===== src/hdl/ssort_pkg.sv =====
package ssort_pkg;

  // Request codes
  localparam logic [1:0] REQ_PUSH  = 2'd0;
  localparam logic [1:0] REQ_SORT  = 2'd1;
  localparam logic [1:0] REQ_FETCH = 2'd2;

  // Result status codes
  localparam logic [1:0] ST_OK        = 2'd0;
  localparam logic [1:0] ST_WORD_FULL = 2'd1;
  localparam logic [1:0] ST_LIST_FULL = 2'd2;
  localparam logic [1:0] ST_EMPTY     = 2'd3;

  localparam logic [7:0] NEWLINE = 8'd10;

  typedef struct packed {
    logic push;        // handle a push request, emit its result
    logic emit_nf;     // emit "nothing to fetch"
    logic emit_nop;    // emit an all-zero result
    logic sort_open;   // close the open word, rewind, start the sort
    logic pass_start;  // j = 0
    logic pass_next;   // pass = pass + 1
    logic ord_rd;      // read order entries j and j+1
    logic cmp_load;    // latch the two word indexes, read lengths and first bytes
    logic cmp_step;    // advance to the next byte pair
    logic swap1;       // write order entry j
    logic swap2;       // write order entry j+1
    logic j_next;      // j = j + 1
    logic emit_sort;   // emit the sort result
    logic fetch_rd;    // read the order entry of the read pointer
    logic fetch_ld;    // read length and byte of the current word
    logic fetch_emit;  // emit the fetched byte and advance the read pointers
  } ssort_cmd_t;

  typedef struct packed {
    logic out_free;
    logic fetch_ok;
    logic pass_more;
    logic j_more;
    logic cmp_end;
    logic swap;
  } ssort_sts_t;

endpackage


===== src/hdl/ssort_ctrl.sv =====
module ssort_ctrl import ssort_pkg::*; (
  input  logic       clk,
  input  logic       rst_n,
  input  logic       in_valid,
  input  logic [1:0] in_req_type,
  output logic       in_stall,
  input  ssort_sts_t sts,
  output ssort_cmd_t cmd
);

  localparam logic [3:0] S_IDLE = 4'd0;
  localparam logic [3:0] S_PASS = 4'd1;
  localparam logic [3:0] S_JCHK = 4'd2;
  localparam logic [3:0] S_ORDW = 4'd3;
  localparam logic [3:0] S_CMP  = 4'd4;
  localparam logic [3:0] S_SW1  = 4'd5;
  localparam logic [3:0] S_SW2  = 4'd6;
  localparam logic [3:0] S_DONE = 4'd7;
  localparam logic [3:0] S_F1   = 4'd8;
  localparam logic [3:0] S_F2   = 4'd9;

  logic [3:0] state_r, state_nxt;
  logic       accept;

  assign in_stall = !((state_r == S_IDLE) && sts.out_free);
  assign accept   = in_valid && !in_stall;

  always_comb begin
    state_nxt = state_r;
    cmd       = '0;
    case (state_r)
      S_IDLE: begin
        if (accept) begin
          case (in_req_type)
            REQ_PUSH: cmd.push = 1'b1;
            REQ_SORT: begin
              cmd.sort_open = 1'b1;
              state_nxt     = S_PASS;
            end
            REQ_FETCH: begin
              if (sts.fetch_ok) begin
                cmd.fetch_rd = 1'b1;
                state_nxt    = S_F1;
              end else begin
                cmd.emit_nf = 1'b1;
              end
            end
            default: cmd.emit_nop = 1'b1;
          endcase
        end
      end
      S_PASS: begin
        if (sts.pass_more) begin
          cmd.pass_start = 1'b1;
          state_nxt      = S_JCHK;
        end else begin
          state_nxt = S_DONE;
        end
      end
      S_JCHK: begin
        if (sts.j_more) begin
          cmd.ord_rd = 1'b1;
          state_nxt  = S_ORDW;
        end else begin
          cmd.pass_next = 1'b1;
          state_nxt     = S_PASS;
        end
      end
      S_ORDW: begin
        cmd.cmp_load = 1'b1;
        state_nxt    = S_CMP;
      end
      S_CMP: begin
        if (!sts.cmp_end) begin
          cmd.cmp_step = 1'b1;
        end else if (sts.swap) begin
          state_nxt = S_SW1;
        end else begin
          cmd.j_next = 1'b1;
          state_nxt  = S_JCHK;
        end
      end
      S_SW1: begin
        cmd.swap1 = 1'b1;
        state_nxt = S_SW2;
      end
      S_SW2: begin
        cmd.swap2  = 1'b1;
        cmd.j_next = 1'b1;
        state_nxt  = S_JCHK;
      end
      S_DONE: begin
        if (sts.out_free) begin
          cmd.emit_sort = 1'b1;
          state_nxt     = S_IDLE;
        end
      end
      S_F1: begin
        cmd.fetch_ld = 1'b1;
        state_nxt    = S_F2;
      end
      S_F2: begin
        if (sts.out_free) begin
          cmd.fetch_emit = 1'b1;
          state_nxt      = S_IDLE;
        end
      end
      default: state_nxt = S_IDLE;
    endcase
  end

  always_ff @(posedge clk) begin
    if (!rst_n) begin
      state_r <= S_IDLE;
    end else begin
      state_r <= state_nxt;
    end
  end

  // A swap always writes both order entries back to back.
  a_swap_pair: assert property (@(posedge clk) disable iff (!rst_n)
    cmd.swap1 |=> cmd.swap2)
    else $error("swap not completed");

  // The byte compare only runs after the operands were loaded.
  a_cmp_entry: assert property (@(posedge clk) disable iff (!rst_n)
    (state_r == S_CMP) |-> ($past(state_r) == S_ORDW || $past(state_r) == S_CMP))
    else $error("compare entered without operands");

  // A new word is taken only while no other request is in flight.
  a_accept_idle: assert property (@(posedge clk) disable iff (!rst_n)
    accept |-> (state_r == S_IDLE))
    else $error("word accepted while busy");

endmodule


===== config.mk =====
export PLATFORM = sky130hd
export DESIGN_NAME = ssort_ctrl
export DESIGN_NICKNAME = d
export VERILOG_FILES = /design/src/hdl/ssort_pkg.sv /design/src/hdl/ssort_ctrl.sv
export SDC_FILE = /design/constraint.sdc
export NUM_CORES = 1
export LEC_CHECK = 0
export BUFFER_PORTS_ARGS = -buffer_cell sky130_fd_sc_hd__buf_2
export CAP_MARGIN = 15
export CORE_AREA = 2 2 39 41
export CTS_CLUSTER_SIZE = 30
export DETAILED_ROUTE_END_ITERATION = 12
export DIE_AREA = 0 0 41 43
export HOLD_SLACK_MARGIN = 0.02
export PLACE_DENSITY = 0.73
export SETUP_SLACK_MARGIN = 0.2
export SYNTH_ARGS = -nofsm -noshare
export SYNTH_HDL_FRONTEND = slang
export SYNTH_SLANG_ARGS = --single-unit

===== constraint.sdc =====
create_clock -name clk -period 2.5 [get_ports clk]
set_clock_uncertainty 0.05 [all_clocks]
set_input_delay 0.5 -clock clk [delete_from_list [all_inputs] [get_ports clk]]
set_output_delay 0.5 -clock clk [all_outputs]
set_load 0.05 [all_outputs]

; Word level (Yosys, flattened, before mapping)
; Index checks and enable logic that the tools add are counted.
[word_totals]
reg_bits = 4
latch_bits = 0
ram_bits = 0
romBits = 0
in_bits = 11
memories = 0
[op_classes]
add_sub_neg = 0
n_mul = 0
div_mod_pow = 0
n_lt_le_gt_ge = 0
eq_ne = 16
shift = 0
mux = 37
bitwise_logic = 0
n_reduce_logical = 8
[op_table]
columns = cell, n
row1 = 4-bit case mux with 9 select lines, 1
row2 = 1-bit 2-to-1 mux, 24
row3 = 4-bit 2-to-1 mux, 6
row4 = 4-bit by 3-bit == test with 1-bit output (second input constant), 4
row5 = 4-bit by 2-bit == test with 1-bit output (second input constant), 2
row6 = 4-bit == test (second input constant), 2
row7 = 4-bit case mux with 2 select lines, 1
row8 = 3-bit 2-to-1 mux, 2
row9 = 5-bit AND reduction, 1
row10 = 4-bit by 1-bit == test with 1-bit output (second input constant), 1
row11 = 4-bit logical NOT, 1
row12 = 2-bit 2-to-1 mux, 2
row13 = 2-bit inequality test (second input constant), 2
row14 = 3-bit by 1-bit inequality test with 1-bit output (second input constant), 1
row15 = 3-bit inequality test (second input constant), 1
row16 = 3-bit OR reduction, 1
row17 = 2-bit by 1-bit == test with 1-bit output (second input constant), 1
row18 = 2-bit == test (second input constant), 1
row19 = 1-bit logical AND, 2
row20 = 2-bit logical NOT, 1
row21 = 2-bit by 1-bit inequality test with 1-bit output (second input constant), 1
row22 = 1-bit case mux with 2 select lines, 1
row23 = 2-bit OR reduction, 1
row24 = 1-bit logical NOT, 1

; Longest topological paths before layout
; Gate-level depths: netlist of the first run.
[logic_depth]
ltp_word = 5
ltp_mapped = 5
mapped_depth_nobuf = 4

; Worst setup path after synthesis of the first run
; Ideal clock, no wire load.
[synth_timing]
path_kind = reg-to-output
startpoint = register state_r[3]
endpoint = output port cmd[11] in the netlist's numbering
arrival_ns = 2.249
required_ns = 1.950
slack_ns = -0.299
stages_incl_launch_ff = 4
path_buffers = 1
path_cell_list = dfxtp_1 buf_6 nand2b_4 nor4b_1
[synth_rtl]
columns = element, line
row1 = from (decl), ssort_ctrl.sv:22  ; logic [3:0] state_r, state_nxt;
row2 = from (signal assigned), ssort_ctrl.sv:116  ; state_r <= state_nxt;
row3 = to (decl), ssort_ctrl.sv:8  ; output ssort_cmd_t cmd

==> reports/metrics.yaml, run 1 <==
cts_max_level: 1
synth-seq-cells: 4
syn_nets: 83
crit-reg2reg-capture: "state_r[3]$_SDFFE_PN0P_"
clock_latency_ns: 0.23
critical_path_cell_count: 4
first_pass_iters: 4
via_per_inst: 5.45
holdWs_ns: 0.535
track_usage_pct: 17.7
startpoint: "state_r[2]$_SDFFE_PN0P_"
clk_pin_slew_ns: 0.03
p_per_area_nw_per_um2: 577
synthXorXnorAreaFrac_pct: 0
grt_overflow_total: 0
synth-adder-area-share_pct: 0
grt_pass1_vias: 544
vdd_drop_max_v: 0.000353
post_drt_wl_per_cell_um: 11.5
drtIter0Drc: 11
critPathLaunchType: "flop"
wirelength_um: 1370
ctsRootBufferMaster: "clkbuf_4"
max_stage_delay_ns: 0.40
top_regs: "state_r (4)"
cp-endpoint: "cmd[13]"
synth_top_family_by_area: "simple AND/OR/NAND/NOR gates"
finalPower_mw: 0.439
worstPathArrival_ns: 1.64
hold_violations: 0
drc_errors: 0
die_h_um: 43
critPathCaptureType: "output pin"
seq_area_frac_synth_pct: 14.7
required_ns: 1.95
async_flop_share_pct: 0
crit_family: "simple AND/OR/NAND/NOR gates"
status: "finished, final reports clean"
finalSetupViolCount: 0
io_pins: 28
yosysUniqueCellTypes: 33
top_register: "state_r"
grt_max_degree: 16
hold_class: "in -> reg"
r2r_cells: 5
reg2reg_from: "state_r[1]$_SDFFE_PN0P_"
utilization_pct: 55.0
path_class: "reg -> out"
relSlewSlack_pct: 72.8
cap_viol_max_count: 0
fin_crit_ns: 2.19
port-buffer-count: 27
routed-via-count: 649
finish.instance_area_um2: 761
critPathMostFrequentCell: "and3_1"
dieArea_um2: 1760
antenna_found_initial: 0
timing.final.crit_share_pct: 87.4
cts_hold_buf: 0
timing.fmax_ghz: 0.458
avgSynthCellArea_um2: 7.56
stdcell_count: 119
clock_sinks: 4
busiest_layer: "met1"
muxShareOfSynthArea_pct: 0
path_cells: "nor4_4 -> and3_1 -> and3_1 -> buf_2"
syn_inst: 72
leakagePower_nw: 0.353
rsz0062_at_grt: "false"
cp_slowest_cell: "dfxtp_2"
grt_pass1_wl_um: 2180
area_growth_pct: 39.8
synth-edff-count: 0
place_ws_ns: 0.367
initial_utilization_pct: 39.3
cts_tree: "done"
worstMarginPinSlew_ns: 0.398
layout.nets: 116
drive_above_1_share_pct: 46.6
met3_usage_pct: 3.14
rows: 14
dp_hpwl_um: 1020
ant_nets: 0
core-area_um2: 1380
cp.buffers_inverters: 1
gp_congestion: 0.815
fin_ws_ns: 0.315
met1_usage_pct: 25.4
drv_slew: 0
synth_compound_gate_area_share_pct: 22.1
n_antenna_cell: 0
postPlaceCellArea_um2: 692
rrSetupSlack_ns: 0.80
die_w_um: 41
synthSimpleGateAreaFrac_pct: 53.1
synth_flop_cell: "dfxtp_1"
cts_buffers: 3
largest_reg_flops: 4
cts_buffer_depth: 2
cp_max_fo: 15
placed_cells: 114
tns_ns: 0
syn-cell-area_um2: 544
yosys_warnings: 0
met2_usage_pct: 24.7
[layout by cell type (no fill, tap or decap), types with 2 or more instances in the layout]
cell / count
or3b_1: 2
dfxtp_1: 3
and3_1: 5
buf_4: 6
clkbuf_4: 7
nor2_1: 12
nand3b_1: 2
nand2_1: 6
nor4b_2: 2
o21ai_1: 2
a21oi_1: 3
nor4_4: 2
o211ai_1: 2
buf_2: 22
nand2b_1: 3
inv_1: 2
nor2b_1: 2
nand3_1: 3
[area by class of cell]
cell class,count,area (um^2)
flip-flops and latches,4,81.3
inverters,2,7.51
fillers,144,623
repair buffers,32,185
multi-input cells,62,444
well taps,16,20.0
clock buffers,3,22.5
[metal layers]
metal | up-vias | wire length (um)
met1 | 304 | 646
met3 | 0 | 49
met5 | - | 0
met2 | 15 | 671
li1 | 330 | -
met4 | 0 | 0
[timing repair]
item | in CTS | in global routing
setup buffers | 0 | 2
hold endpoints to repair | 0 | 0
resized for setup | 3 | 5
pin swaps | 0 | 1
setup endpoints to repair | 5 | 6
[synth_stat cells (3+ instances only)]
cell type / number / area, um^2
a21oi_1: 3 / 15.0
and3_1: 5 / 31.3
buf_6: 3 / 33.8
dfxtp_1: 4 / 80.1
nand2_1: 6 / 22.5
nand2b_1: 3 / 18.8
nand3_1: 3 / 15.0
nor2_1: 12 / 45.0
[worst min-delay path by stage]
stage                     cells after the start                      end  slack [ns]               startpoint
after detailed placement                      2  state_r[3]$_SDFFE_PN0P_        0.51  state_r[3]$_SDFFE_PN0P_
after floorplan                               1  state_r[0]$_SDFFE_PN0P_        0.58                    rst_n
after global routing                          2  state_r[0]$_SDFFE_PN0P_        0.53                    rst_n
final                                         2  state_r[0]$_SDFFE_PN0P_        0.54                    rst_n
after CTS                                     2  state_r[0]$_SDFFE_PN0P_        0.52                    rst_n
after global placement                        2  state_r[3]$_SDFFE_PN0P_        0.50  state_r[3]$_SDFFE_PN0P_
[logic make-up (layout without fill, tap and decap cells)]
group	Yosys count	in the layout
compound gates	15	15
flops	4	4
buf+inv	6	37
simple gates	47	47
[report_power, final]
group	total [mW]	leakage, nW	internal [mW]	switching (mW)
clock network	0.0770	0.0138	0.0535	0.0235
logic	0.275	0.306	0.112	0.163
registers	0.0873	0.0329	0.0728	0.0145
total	0.439	0.353	0.238	0.201
(Power assumes the default switching activity.)
==> run 2: changes to the inputs <==
==> constraint.sdc (replaced) <==
create_clock -name clk -period 2.5 [get_ports clk]
set_clock_uncertainty 0.05 [all_clocks]
set_input_delay 0.75 -clock clk [delete_from_list [all_inputs] [get_ports clk]]
set_output_delay 0.75 -clock clk [all_outputs]
set_load 0.05 [all_outputs]
==> run 2 against run 1 <==
Effect of this change: sequential cell count did not move; non-clock buffer count did not move; die area did not move; worst setup slack got worse by 0.085 ns; sequential share of layout area fell by 0.94 points; clock power fell by 0.6%; routed wire length rose by 14%; first-iteration DRC count fell by 18%; global-route usage rose by 1.6 points; combinational power rose by 8.7%; largest cell class unchanged.
==> reports/metrics.yaml, run 2 (synthesis results as in run 1) <==
status: "finished, final reports clean"
dp_hpwl_um: 1170  # +14%
top_register: "state_r"
highest_layer: "met3"
worstPathArrival_ns: 1.47  # -0.17 ns
sw_frac_of_total_pct: 45.8  # about the same
track_usage_pct: 19.3  # +1.6 points
initial_utilization_pct: 39.3  # unchanged
largest_reg_flops: 4  # unchanged
required_ns: 1.70  # -0.25 ns
wl_met1_um: 636  # -1.5%
path_class: "reg -> out"
antenna_found_initial: 0  # unchanged
hp-start: "state_r[2]$_SDFFE_PN0P_"
via_per_inst: 5.37  # -1.5%
cts_max_level: 1  # unchanged
finalPower_mw: 0.460  # +4.7%
timing.final.crit_share_pct: 90.8  # +3.4 points
die_w_um: 41  # unchanged
most-common-layout-cells: "15 x buf_2, 8 x nor2_1, 8 x buf_6, 7 x buf_4, 6 x nand2_1"
drive_above_1_share_pct: 55.3  # +8.7 points
first_pass_iters: 4  # unchanged
finalSetupViolCount: 0  # unchanged
grt_overflow_total: 0  # unchanged
routed-via-count: 639  # -1.5%
pwr-share-clk_pct: 16.6  # -0.9 points
fillers: 129  # -10%
p_int_mw: 0.249  # +4.6%
grt_pass1_wl_um: 2360  # +8.2%
area_growth_pct: 55.6
ctsRootBufferMaster: "clkbuf_4"
cap_viol_max_count: 0  # unchanged
cts_buffer_depth: 2  # unchanged
ant_nets: 0  # unchanged
core-area_um2: 1380  # unchanged
relSlewSlack_pct: 74.4  # +1.6 points
cp_max_fo: 5  # -10
clock_latency_ns: 0.23  # about the same
p_switching_mw: 0.211  # +4.8%
clock_sinks: 4  # unchanged
n_antenna_cell: 0  # unchanged
layout.nets: 116  # unchanged
post_drt_wl_per_cell_um: 13.1  # +14%
drv_slew: 0  # unchanged
final_common_cell: "buf_2"
timing.fmax_ghz: 0.440  # -3.7%
vdd_drop_max_v: 0.000329  # -6.8%
routed-wl-met2_um: 877  # +31%
finish.instance_area_um2: 847  # +11%
cts_tree: "done"
hold_class: "reg -> reg"
port-buffer-count: 27  # unchanged
critPathLaunchType: "flop"
tns_ns: 0  # unchanged
utilization_pct: 61.2  # +6.2 points
rsz0062_at_grt: "true"
critPathCaptureType: "output pin"
dr_wl_met3_um: 41  # -16%
p_per_area_nw_per_um2: 543  # -6.0%
worstMarginPinSlew_ns: 0.374  # -0.0236 ns
cts_buffers: 3  # unchanged
top_regs: "state_r (4)"
gp_congestion: 0.813  # -0.21%
holdWs_ns: 0.685  # +0.150 ns
drtIter0Drc: 9  # -2
postPlaceCellArea_um2: 736  # +6.3%
grt_pass1_vias: 585  # +7.5%
drc_errors: 0  # unchanged
dieArea_um2: 1760  # unchanged
die_h_um: 43  # unchanged
reg2reg_from: "state_r[1]$_SDFFE_PN0P_"
rows: 14  # unchanged
leakagePower_nw: 0.370  # +5.0%
power_frac_comb_pct: 65.0  # +2.4 points
hold_violations: 0  # unchanged
wirelength_um: 1560  # +14%
grt_max_degree: 15  # -1
power.share.sequential_pct: 18.3  # -1.6 points
fin_crit_ns: 2.27  # +0.0851 ns
clk_pin_slew_ns: 0.03  # about the same
io_pins: 28  # unchanged
startpoint: "state_r[3]$_SDFFE_PN0P_"
cts_setup_buffers: 0  # unchanged
## run 2: cell count changes in the layout (fill, tap and decap cells not counted), moves of 2 or more
cell / before / now
clkbuf_4: 7 / 5
nor2_1: 12 / 8
nor2_2: 0 / 4
nor2b_2: 0 / 2
buf_2: 22 / 15
nor2b_1: 2 / 0
buf_6: 0 / 8
## run 2: repair_timing
item | 4_1_cts | 5_1_grt
pin swaps | 0 | 2
gates resized for setup | 15 | 16
endpoints found under the setup margin | 11 | 12
gates cloned | 0 | 0
hold buffers | 0 | 0
## run 2: metal layers
| metal | vias to the layer above | global-route usage (%) |
|---|---|---|
| li1 | 328 | - |
| met1 | 301 | 22.6 |
| met2 | 10 | 31.6 |
| met3 | 0 | 4.19 |
| met4 | 0 | 8.67 |
| met5 | - | 0 |
## run 2: power by group through the flow
stage	sequential [mW]	clock [mW]	combinational [mW]
6_report	0.0844	0.0765	0.299
5_1_grt	0.0856	0.0823	0.321
4_1_cts	0.0838	0.0821	0.289
3_5_place_dp	0.0813	0	0.272
2_1_floorplan	0.0840	0	0.208
3_3_place_gp	0.0809	0	0.264
## run 2: final timing paths
path / endpoint / slack [ns] / cells after the start
max: cmd[15] / 0.23 / 4
min: state_r[2]$_SDFFE_PN0P_ / 0.69 / 3
max reg2reg: state_r[3]$_SDFFE_PN0P_ / 0.84 / 5
min reg2reg: state_r[2]$_SDFFE_PN0P_ / 0.69 / 3
## run 2: stage by stage
step	instances	setup slack, ns
detailed placement	116	0.115
CTS	119	0.167
global route	119	0.154
finish	119	0.230
floorplan	72	-0.0682
global placement	116	0.150
## run 2: layout make-up
class	instances	area [um^2]	share of cell area (%)
Clock buffer	3	22.5	2.66
Inverter	2	7.51	0.886
Multi-Input combinational cell	62	482	56.9
Sequential cell	4	82.6	9.75
Tap cell	16	20.0	2.36
Timing Repair Buffer	32	233	27.5
## run 2: worst max-delay path, stage by stage, from the launching register on
cell	delay [ns]
dfxtp_2	0.33
nor4_4	0.30
and3_4	0.25
nor3b_4	0.19
buf_6	0.18
